### src/design/ktbl_ram.sv
`timescale 1ns / 1ps
`default_nettype none

module ktbl_ram #(
    parameter int WIDTH = 8,
    parameter int DEPTH = 256
) (
    input  wire logic                     aclk,
    input  wire logic                     wr_en,
    input  wire logic [$clog2(DEPTH)-1:0] wr_addr,
    input  wire logic [WIDTH-1:0]         wr_data,
    input  wire logic                     rd_en,
    input  wire logic [$clog2(DEPTH)-1:0] rd_addr,
    output logic      [WIDTH-1:0]         rd_data
);

    logic [WIDTH-1:0] mem_reg [DEPTH];

    always_ff @(posedge aclk) begin
        if (wr_en) begin
            mem_reg[wr_addr] <= wr_data;
        end
        if (rd_en) begin
            rd_data <= mem_reg[rd_addr];
        end
    end

endmodule

`default_nettype wire

### config.mk
export PLATFORM = sky130hd
export DESIGN_NAME = ktbl_ram
export DESIGN_NICKNAME = d
export VERILOG_FILES = /design/src/design/ktbl_ram.sv
export SDC_FILE = /design/constraint.sdc
export NUM_CORES = 2
export LEC_CHECK = 0
export BUFFER_PORTS_ARGS = -buffer_cell sky130_fd_sc_hd__clkbuf_2
export CORE_ASPECT_RATIO = 2
export CORE_MARGIN = 3
export CORE_UTILIZATION = 30
export DETAILED_ROUTE_END_ITERATION = 10
export PLACE_DENSITY_LB_ADDON = 0.3
export SETUP_SLACK_MARGIN = 0.5
export SLEW_MARGIN = 20
export SYNTH_ARGS = -nofsm -noshare
export SYNTH_HDL_FRONTEND = slang
export SYNTH_SLANG_ARGS = --single-unit
### constraint.sdc
create_clock -name aclk -period 2.3 [get_ports aclk]
set_clock_uncertainty 0.15 [all_clocks]
set_input_delay 0.115 -clock aclk [delete_from_list [all_inputs] [get_ports aclk]]
set_output_delay 0.115 -clock aclk [all_outputs]
set_load 0.01 [all_outputs]
==> flow_summary.yaml <==
outcome:
  status: "complete, but fails checks"
  violations: "hold timing, setup timing"
min_path:
  hp-start: "wr_addr[3]"
  hold_path.class: "in -> reg"
  hold_depth: 4
  holdPathEnd: "mem_reg[218][7]"
setup_path:
  crit_chain: "mux4_2 -> o211ai_1 -> nand3_1 -> buf_6 -> nor4_4 -> buf_6 -> nor4_2"
  crit_arrival_ps: 3030
  rr_worst_depth: 7
  start_kind: "flop"
  rrSetupSlack_ps: -300
  r2r-start: "mem_reg[50][4]"
  cpMostUsedCell: "buf_6"
  required_ps: 2730
  cp_max_fo: 1
  crit_type: "reg -> reg"
  slowest_stage: "o211ai_1"
  slowest_delay_ps: 580
  setup.worst_path.end_class: "flop"
  timing.rr.end: "rd_data[4]"
die:
  start_util_pct: 30.3
  die-area_sq_um: 272000
  die_x_microns: 370
  dieHeight_microns: 735
  rows: 266
  core_sq_um: 263000
  ioPinCount: 35
grt:
  antenna_found_initial: 12
  grt_first_pass_wirelength_microns: 326000
  gr-total-overflow: 0
  grt_pass1_vias: 42965
  grt_max_degree: 96
  grt_usage_pct: 16.8
logic_synthesis:
  yosysWarningCount: 0
  yosysSeqAreaShare_pct: 77.5
  synth_cell_types: 54
  syn_area_per_cell_sq_um: 21.3
  syn_inst: 3733
  async_reset_ff_share_pct: 0
  synth_edf_count: 2056
  synth.top_cell.area_share_pct: 77.5
  syn-cell-area_sq_um: 79600
  syn-num-nets: 3760
  synth_area_leaders: "edfxtp_1, mux4_2, mux2i_1, nor2_1, a22oi_1"
  yosys_register_bits: 2056
  synth_top_area_cell: "edfxtp_1"
  synth_ff_type: "edfxtp_1"
cts:
  cts_tree: "done"
  worstSkewPairLatency_ps: 840
  root_buffer: "clkbuf_16"
  cts_buffers: 173
  clock-sinks: 2056
  clkTransAtPathRegs_ps: 70
  cts_buffer_depth: 4
  htreeDepth: 4
placement:
  dpl_cell_area_sq_um: 90200
  dpl.hpwl_microns: 162000
  portBuffers: 34
  gp_congestion: 0.870
routing:
  dr_total_vias: 40150
  dr.pass1.iters: 5
  drt_wl_total_microns: 231000
  top_layer_used: "met5"
  wl_per_cell_microns: 28.7
  drc: 0
  route.met2.wl_microns: 132000
  vias_per_cell: 4.99
  drt_iter0_drc: 3295
  wl_met3_microns: 8580
  wl_met1_microns: 76500
  ant_nets: 0
final_layout:
  ff_latch_area_sq_um: 61700
  drive_gt1_share_pct: 36.1
  largest_reg_flops: 2048
  area_growth_pct: 21.4
  final_area_sq_um: 96600
  final_nets: 4451
  multi_input_comb_area_sq_um: 17900
  fillers: 23900
flow_run:
  maxCapViolCount: 0
timing:
  maxClockFrequency_mhz: 385
  fin_crit_ps: 2600
  worst_slew_pin_slew_ps: 897
  drv_slew: 0
  tns_ps: -1580
  whs_ps: -5.02
  setup_violations: 8
  slew_headroom_pct: 40.2
  rsz0062_at_grt: "yes"
  setup_ws_ps: -295
  hold_viol: 1
  period_share_pct: 113
pwr:
  p_per_area_nw_per_um2: 786
  power_w: 0.0760
  power.leakage_nw: 30.4
  ir_worst_vdd_v: 0.000560
## critical path: cells and delay by family, from the launching register on
kind	cells	cell delay, ps
simple gates	3	400
mux	1	500
compound gates	1	580
buf+inv	2	360
flops	1	370
## cell usage after synthesis, drive strengths merged, types with 8 or more instances
library cell  count
edfxtp         2056
a211oi           16
o21ai            12
buf             122
nor2b            31
nand2            33
mux4            456
mux2i           134
a22o              8
nor4             27
a22oi           133
o221ai           47
a21oi            96
o211ai           10
nand3            34
nand4            10
nand2b            8
nor3             22
nor2            282
clkbuf          111
a221oi           14
o22ai            28
## cell usage in the layout (no fill, tap or decap), types with 8 or more instances in the layout
cell / n
edfxtp_1: 2056
buf_4: 575
mux4_2: 454
clkbuf_16: 176
nor2_1: 159
mux2i_1: 134
a22oi_1: 128
buf_12: 109
nor2_4: 106
a21oi_1: 95
o221ai_1: 44
clkinv_2: 34
nand2_1: 33
clkbuf_1: 33
clkinv_1: 28
o22ai_1: 27
nand3_1: 20
bufinv_16: 20
dlygate4sd3_1: 20
nor2b_1: 19
nor2_2: 17
nor3_1: 15
clkbuf_2: 15
nor4_2: 13
nand3_2: 13
buf_6: 12
buf_8: 11
nand4_1: 10
o211ai_1: 10
a211oi_1: 9
o21ai_0: 9
nand2b_1: 8
a221oi_1: 8
clkinvlp_4: 8
## report_power, final
group	switching, W	internal, W	leakage [nW]	total (W)
logic	0.00295	0.00200	9.18	0.00495
clock network	0.0135	0.0162	2.69	0.0297
registers	0.0000559	0.0413	18.5	0.0413
## logic make-up after synthesis
group | share of synthesized area, %
AOI/OAI and AO/OA | 3.42
muxes | 14.6
buffers and inverters | 1.83
DFF | 77.5
and+or+nand+nor | 2.63
## metal layers
layer,GRT usage (%),vias to the layer above
li1,-,17057
met1,17.3,21667
met2,32.9,1006
met3,1.78,412
met4,8.77,8
met5,0,-
## worst max-delay path by stage
stage,endpoint,startpoint,cells past startpoint,slack [ps]
2_1_floorplan,rd_data[0],rd_addr[0],9,80
3_3_place_gp,rd_data[2],rd_addr[0],9,-1990
3_5_place_dp,rd_data[0],rd_addr[0],9,-1270
4_1_cts,rd_data[5],mem_reg[27][5],8,-360
5_1_grt,rd_data[5],mem_reg[27][5],8,-290
6_report,rd_data[4],mem_reg[50][4],7,-300
## area by class of cell
| type | instances | area share, % |
|---|---|---|
| Multi-Input combinational cell | 1442 | 18.5 |
| Clock buffer | 208 | 4.66 |
| Antenna cell | 5 | 0.0129 |
| Timing Repair Buffer | 749 | 7.40 |
| Tap cell | 3484 | 4.51 |
| Clock inverter | 95 | 1.04 |
| Sequential cell | 2056 | 63.9 |
| Inverter | 2 | 0.00777 |
## per-stage QoR
step,hold WS [ps],cells,setup slack [ps],util (%)
floorplan,63.9,3733,77.6,-
global placement,389,7703,-1990,34.2
detailed placement,385,7704,-1270,34.3
CTS,-10.7,8027,-359,36.5
global route,7.05,8037,-292,36.7
finish,-5.02,8041,-295,36.7
## what timing repair did
action	CTS	global route
pin swaps	20	25
hold buffers	20	0
gates cloned	0	1
setup buffers	0	8
endpoints found under the setup margin	16	1161
hold endpoints to repair	2217	0
gates resized for setup	58	67
Note: power is estimated with default switching activity, not from simulation.
