===== config.mk =====
export PLATFORM = sky130hd
export DESIGN_NAME = ktbl_cfg
export DESIGN_NICKNAME = d
export VERILOG_FILES = /design/src/design/ktbl_pkg.sv /design/src/design/ktbl_cfg.sv
export SDC_FILE = /design/constraint.sdc
export NUM_CORES = 1
export LEC_CHECK = 0
export ABC_CLOCK_PERIOD_IN_PS = 10910
export BUFFER_PORTS_ARGS = -buffer_cell sky130_fd_sc_hd__buf_2
export CAP_MARGIN = 20
export CORE_ASPECT_RATIO = 1.4
export CORE_MARGIN = 10
export CORE_UTILIZATION = 29
export DETAILED_ROUTE_END_ITERATION = 12
export HOLD_SLACK_MARGIN = 0.12
export SYNTH_ARGS = -nofsm -noshare
export SYNTH_HDL_FRONTEND = slang
export SYNTH_SLANG_ARGS = --single-unit

===== constraint.sdc =====
create_clock -name aclk -period 10.91 [get_ports aclk]
set_clock_uncertainty 0.15 [all_clocks]
set_input_delay 2.182 -clock aclk [delete_from_list [all_inputs] [get_ports aclk]]
set_output_delay 2.182 -clock aclk [all_outputs]
set_load 0.005 [all_outputs]

===== src/design/ktbl_pkg.sv =====
`timescale 1ns / 1ps
`default_nettype none

package ktbl_pkg;

    localparam int NUM_SLOTS      = 256;
    localparam int KEY_BITS       = 8;
    localparam int TIME_BITS      = 32;
    localparam int CREDIT_BITS    = 31;
    localparam int CAP_BITS       = 10;
    localparam int PERIOD_BITS    = 20;
    localparam int TICKS_BITS     = CAP_BITS + PERIOD_BITS;
    localparam int CFG_INDEX_BITS = 1;
    localparam int CFG_DATA_BITS  = 20;
    localparam int S_TDATA_BITS   = 40;
    localparam int M_TDATA_BITS   = 8;

    localparam logic [CFG_INDEX_BITS-1:0] REG_BUCKET_CAPACITY = 1'd0;
    localparam logic [CFG_INDEX_BITS-1:0] REG_REFILL_PERIOD   = 1'd1;

    localparam logic [CAP_BITS-1:0]    CAP_RESET    = 10'd10;
    localparam logic [PERIOD_BITS-1:0] PERIOD_RESET = 20'd60;
    localparam logic [TICKS_BITS-1:0]  TICKS_RESET  = 30'd600;
    localparam logic [TICKS_BITS-1:0]  SEED_RESET   = 30'd540;

    typedef struct packed {
        logic [CREDIT_BITS-1:0] credit;
        logic [TIME_BITS-1:0]   last_time;
    } slot_t;

    localparam int SLOT_BITS = CREDIT_BITS + TIME_BITS;

    // Derived bucket limits, refreshed whenever a register is written
    typedef struct packed {
        logic [PERIOD_BITS-1:0] period;
        logic [TICKS_BITS-1:0]  cap_ticks;
        logic [TICKS_BITS-1:0]  seed;
    } limits_t;

endpackage

`default_nettype wire


===== src/design/ktbl_cfg.sv =====
`timescale 1ns / 1ps
`default_nettype none

module ktbl_cfg (
    input  wire logic                                aclk,
    input  wire logic                                aresetn,
    input  wire logic                                cfg_valid,
    input  wire logic [ktbl_pkg::CFG_INDEX_BITS-1:0] cfg_index,
    input  wire logic [ktbl_pkg::CFG_DATA_BITS-1:0]  cfg_data,
    output ktbl_pkg::limits_t                        limits
);

    logic [ktbl_pkg::CAP_BITS-1:0]    cap_reg, cap_next;
    logic [ktbl_pkg::PERIOD_BITS-1:0] period_reg, period_next;
    logic [ktbl_pkg::TICKS_BITS-1:0]  ticks_reg, ticks_next;
    logic [ktbl_pkg::TICKS_BITS-1:0]  seed_reg, seed_next;
    logic [ktbl_pkg::CAP_BITS-1:0]    cap_dec;

    always_comb begin
        cap_next    = cap_reg;
        period_next = period_reg;
        if (cfg_valid) begin
            case (cfg_index)
                ktbl_pkg::REG_BUCKET_CAPACITY: begin
                    cap_next = cfg_data[ktbl_pkg::CAP_BITS-1:0];
                end
                ktbl_pkg::REG_REFILL_PERIOD: begin
                    period_next = cfg_data[ktbl_pkg::PERIOD_BITS-1:0];
                end
                default: begin
                    cap_next = cap_reg;
                end
            endcase
        end
    end

    // Compute the limits from the incoming values so they settle at the write edge
    always_comb begin
        cap_dec    = cap_next - ktbl_pkg::CAP_BITS'(1);
        ticks_next = ktbl_pkg::TICKS_BITS'(cap_next) * ktbl_pkg::TICKS_BITS'(period_next);
        if (cap_next == '0) begin
            seed_next = '0;
        end else begin
            seed_next = ktbl_pkg::TICKS_BITS'(cap_dec) * ktbl_pkg::TICKS_BITS'(period_next);
        end
    end

    always_ff @(posedge aclk) begin
        if (!aresetn) begin
            cap_reg    <= ktbl_pkg::CAP_RESET;
            period_reg <= ktbl_pkg::PERIOD_RESET;
            ticks_reg  <= ktbl_pkg::TICKS_RESET;
            seed_reg   <= ktbl_pkg::SEED_RESET;
        end else begin
            cap_reg    <= cap_next;
            period_reg <= period_next;
            ticks_reg  <= ticks_next;
            seed_reg   <= seed_next;
        end
    end

    assign limits.period    = period_reg;
    assign limits.cap_ticks = ticks_reg;
    assign limits.seed      = seed_reg;

endmodule

`default_nettype wire


==> impl_metrics.ini <==
[logic_synthesis]
avgSynthCellArea_um2 = 8.564
ys_seq_area_share_pct = 11.60
syn-cell-area_um2 = 15530
synth_warnings = 0
synthArstFlopShare_pct = 0
synth_xor_area_share_pct = 2.746
synth-compound-area-share_pct = 7.378
synth_edf_count = 0
synth_simple_gate_area_share_pct = 16.59
synthCells = 1814
muxShareOfSynthArea_pct = 4.228
syn_nets = 2254
synth_top_family_by_area = adder cells
yosys_register_bits = 90
yosys_most_used_dff = dfxtp_1
yosysUniqueCellTypes = 67
synthAdderAreaFrac_pct = 47.23

[placement]
placed_cell_area_um2 = 16920
io_buffers = 103
gp_congestion = 0.8626
dp_hpwl_um = 37570

[power]
power.density_nw_per_um2 = 165.0
seqPwrFrac_pct = 15.3
p_switching_w = 0.001445
combPwrFrac_pct = 72.9
p_int_w = 0.001397
swShare_pct = 50.85
worst_ir_drop_vdd_uv = 102.4
p_total_w = 0.002841
pwr-share-clk_pct = 11.8
leakagePower_nw = 8.687

[sta]
setup_viol = 0
post-route-period-util_pct = 89.43
worst_pin_slew_ns = 1.122
hold_viol = 0
slew_viol_final = 0
max_slew_margin_pct = 24.98
finalSetupTns_ns = 0
fin_crit_ns = 9.756
max_freq_ghz = 0.1025
rsz0062_at_grt = false

[detailed_routing]
viasPerCell = 4.735
postRouteAntennaNets = 0
wl_per_cell_um = 17.42
via_count = 12344
first_pass_iters = 5
routed_wl_um = 45410
drcViolationCount = 0
drtIter0Drc = 583

[finish]
layout_common_cells = 340 x inv_1, 284 x fa_1, 268 x nor2_1
fin_area_um2 = 17220
fillers = 5653
layout_commonest_cell = inv_1
finalNetCount = 2328
drive_gt1_share_pct = 10.62
areaGrowthSynthToFinish_pct = 10.87
n_antenna_cell = 0

[grt]
grtUsageTotal_pct = 14.55
antenna_found_initial = 2
grt_pass1_wl_um = 73170
grt_max_degree = 39
grt_pass1_vias = 13597
grt_overflow = 0

[clocking]
clock_latency_ns = 0.39
postCtsHoldBufs = 0
post_cts_buffers = 0
htree_levels = 3
cts_tree = done
clk_path_buf_depth = 2
clkTransAtPathRegs_ns = 0.08
clock_sinks = 90
cts_resized = 0
cts_root_buf = clkbuf_16
cts-buffers-inserted = 9

[floorplanning]
ios = 104
rows = 100
die_w_um = 215.6
placeableCoreArea_um2 = 53050
start_util_pct = 29.28
die-area_um2 = 63360
die_h_um = 293.9

[setup_path]
critPathLaunchType = input port
path_buf_inv = 6
crit_arrival_ns = 9.89
cp-end-kind = flip-flop
max_stage_delay_ns = 0.69
critical_path_class = in2reg
critPathLaunch = cfg_valid
cp.required_ns = 11.04
cp_top_family = adder cells
critPathSlowestCell = xor2_1
r2r-start = cap_reg[1]
cp_max_fo = 21

[outcome]
outcome = completed

[min_path]
worstHoldPathType = reg2reg
hp-start = period_reg[13]

[run]
cap_violations = 0
==> cells by family (layout without fill, tap and decap cells) <==
logic type	count (synthesis)	count (layout)
buf+inv	418	497
xor+xnor	47	47
fa+ha+maj	416	416
compound gates	174	174
simple gates	608	608
mux	61	61
flops	90	90
==> final timing paths <==
path,depth (start not counted),to,slack [ns]
worst min-delay path,2,period_reg[13],0.43
worst max-delay path,26,seed_reg[27],1.15
worst max register to register,24,seed_reg[27],3.52
worst min register to register,2,period_reg[13],0.43
==> final cells by class <==
| type | instances | area, um2 | area share, % |
|---|---|---|---|
| multi-input combinational | 1306 | 12160 | 70.58 |
| sequential | 90 | 1802 | 10.46 |
| inverter | 340 | 1276 | 7.410 |
| tap | 714 | 893.4 | 5.187 |
| timing repair buffer | 141 | 800.8 | 4.649 |
| clock buffer | 9 | 225.2 | 1.308 |
| clock inverter | 7 | 70.07 | 0.4068 |
==> cell usage after synthesis, drive strengths merged (5+ instances only) <==
library cell	instances	area, um2
o21bai	5	41.29
o21a	12	90.09
and2	7	43.79
a21o	26	195.2
clkbuf	57	214.0
nand2b	42	262.8
nor2b	8	50.05
mux2i	34	352.8
a211oi	5	37.54
nor2	268	1006
nand4	13	81.33
nor3	15	80.08
xor2	20	175.2
a21oi	52	260.3
nand3	10	55.05
buf	21	98.85
o21ai	31	158.9
fa	284	5685
mux2	27	304.0
nand2	222	833.3
inv	340	1276
dfxtp	90	1802
a31oi	5	31.28
xnor2	27	251.5
ha	132	1652
==> power groups by stage <==
stage	Sequential, W	Clock, W	Combinational [W]
4_1_cts	0.000438	0.000348	0.00210
5_1_grt	0.000444	0.000360	0.00237
3_3_place_gp	0.000444	0	0.00204
6_report	0.000434	0.000335	0.00207
2_1_floorplan	0.000443	0	0.00151
3_5_place_dp	0.000443	0	0.00207
==> worst register-to-register path: stages, from the launching register on <==
cell and delay, ns:
dfxtp_1 0.31, mux2_2 0.43, inv_1 0.21, ha_1 0.24
nand2_1 0.07, nor2_1 0.16, xor2_1 0.70, nor2_1 0.15
fa_1 0.51, inv_1 0.05, fa_1 0.54, inv_1 0.05
fa_1 0.46, fa_1 0.49, inv_1 0.05, fa_1 0.47
inv_1 0.05, ha_1 0.42, nand4_1 0.14, or2_0 0.24
o21bai_2 0.29, nand4_1 0.21, a41oi_1 0.44, mux2i_1 0.14
a311o_1 0.32
==> per-stage QoR <==
stage	utilization, %	hold slack [ns]	worst slack, ns	instances
finish	32.47	0.4274	1.154	2607
global route	32.47	0.4786	0.6505	2607
CTS	32.45	0.4751	1.150	2606
detailed placement	31.90	0.4546	0.7734	2590
global placement	31.88	0.4160	0.8998	2589
floorplan	-	0.3741	1.513	1814
==> routing by layer <==
metal	track usage [%]	wire length [um]	part of all wire, %	up-vias
li1	-	-	-	5705
met1	15.47	17290	38	6246
met2	27.38	24280	53	295
met3	2.530	2035	4.5	94
met4	6.504	1772	3.9	4
met5	0	26	0.057	-
No activity file was read; power rests on OpenSTA's default activity.
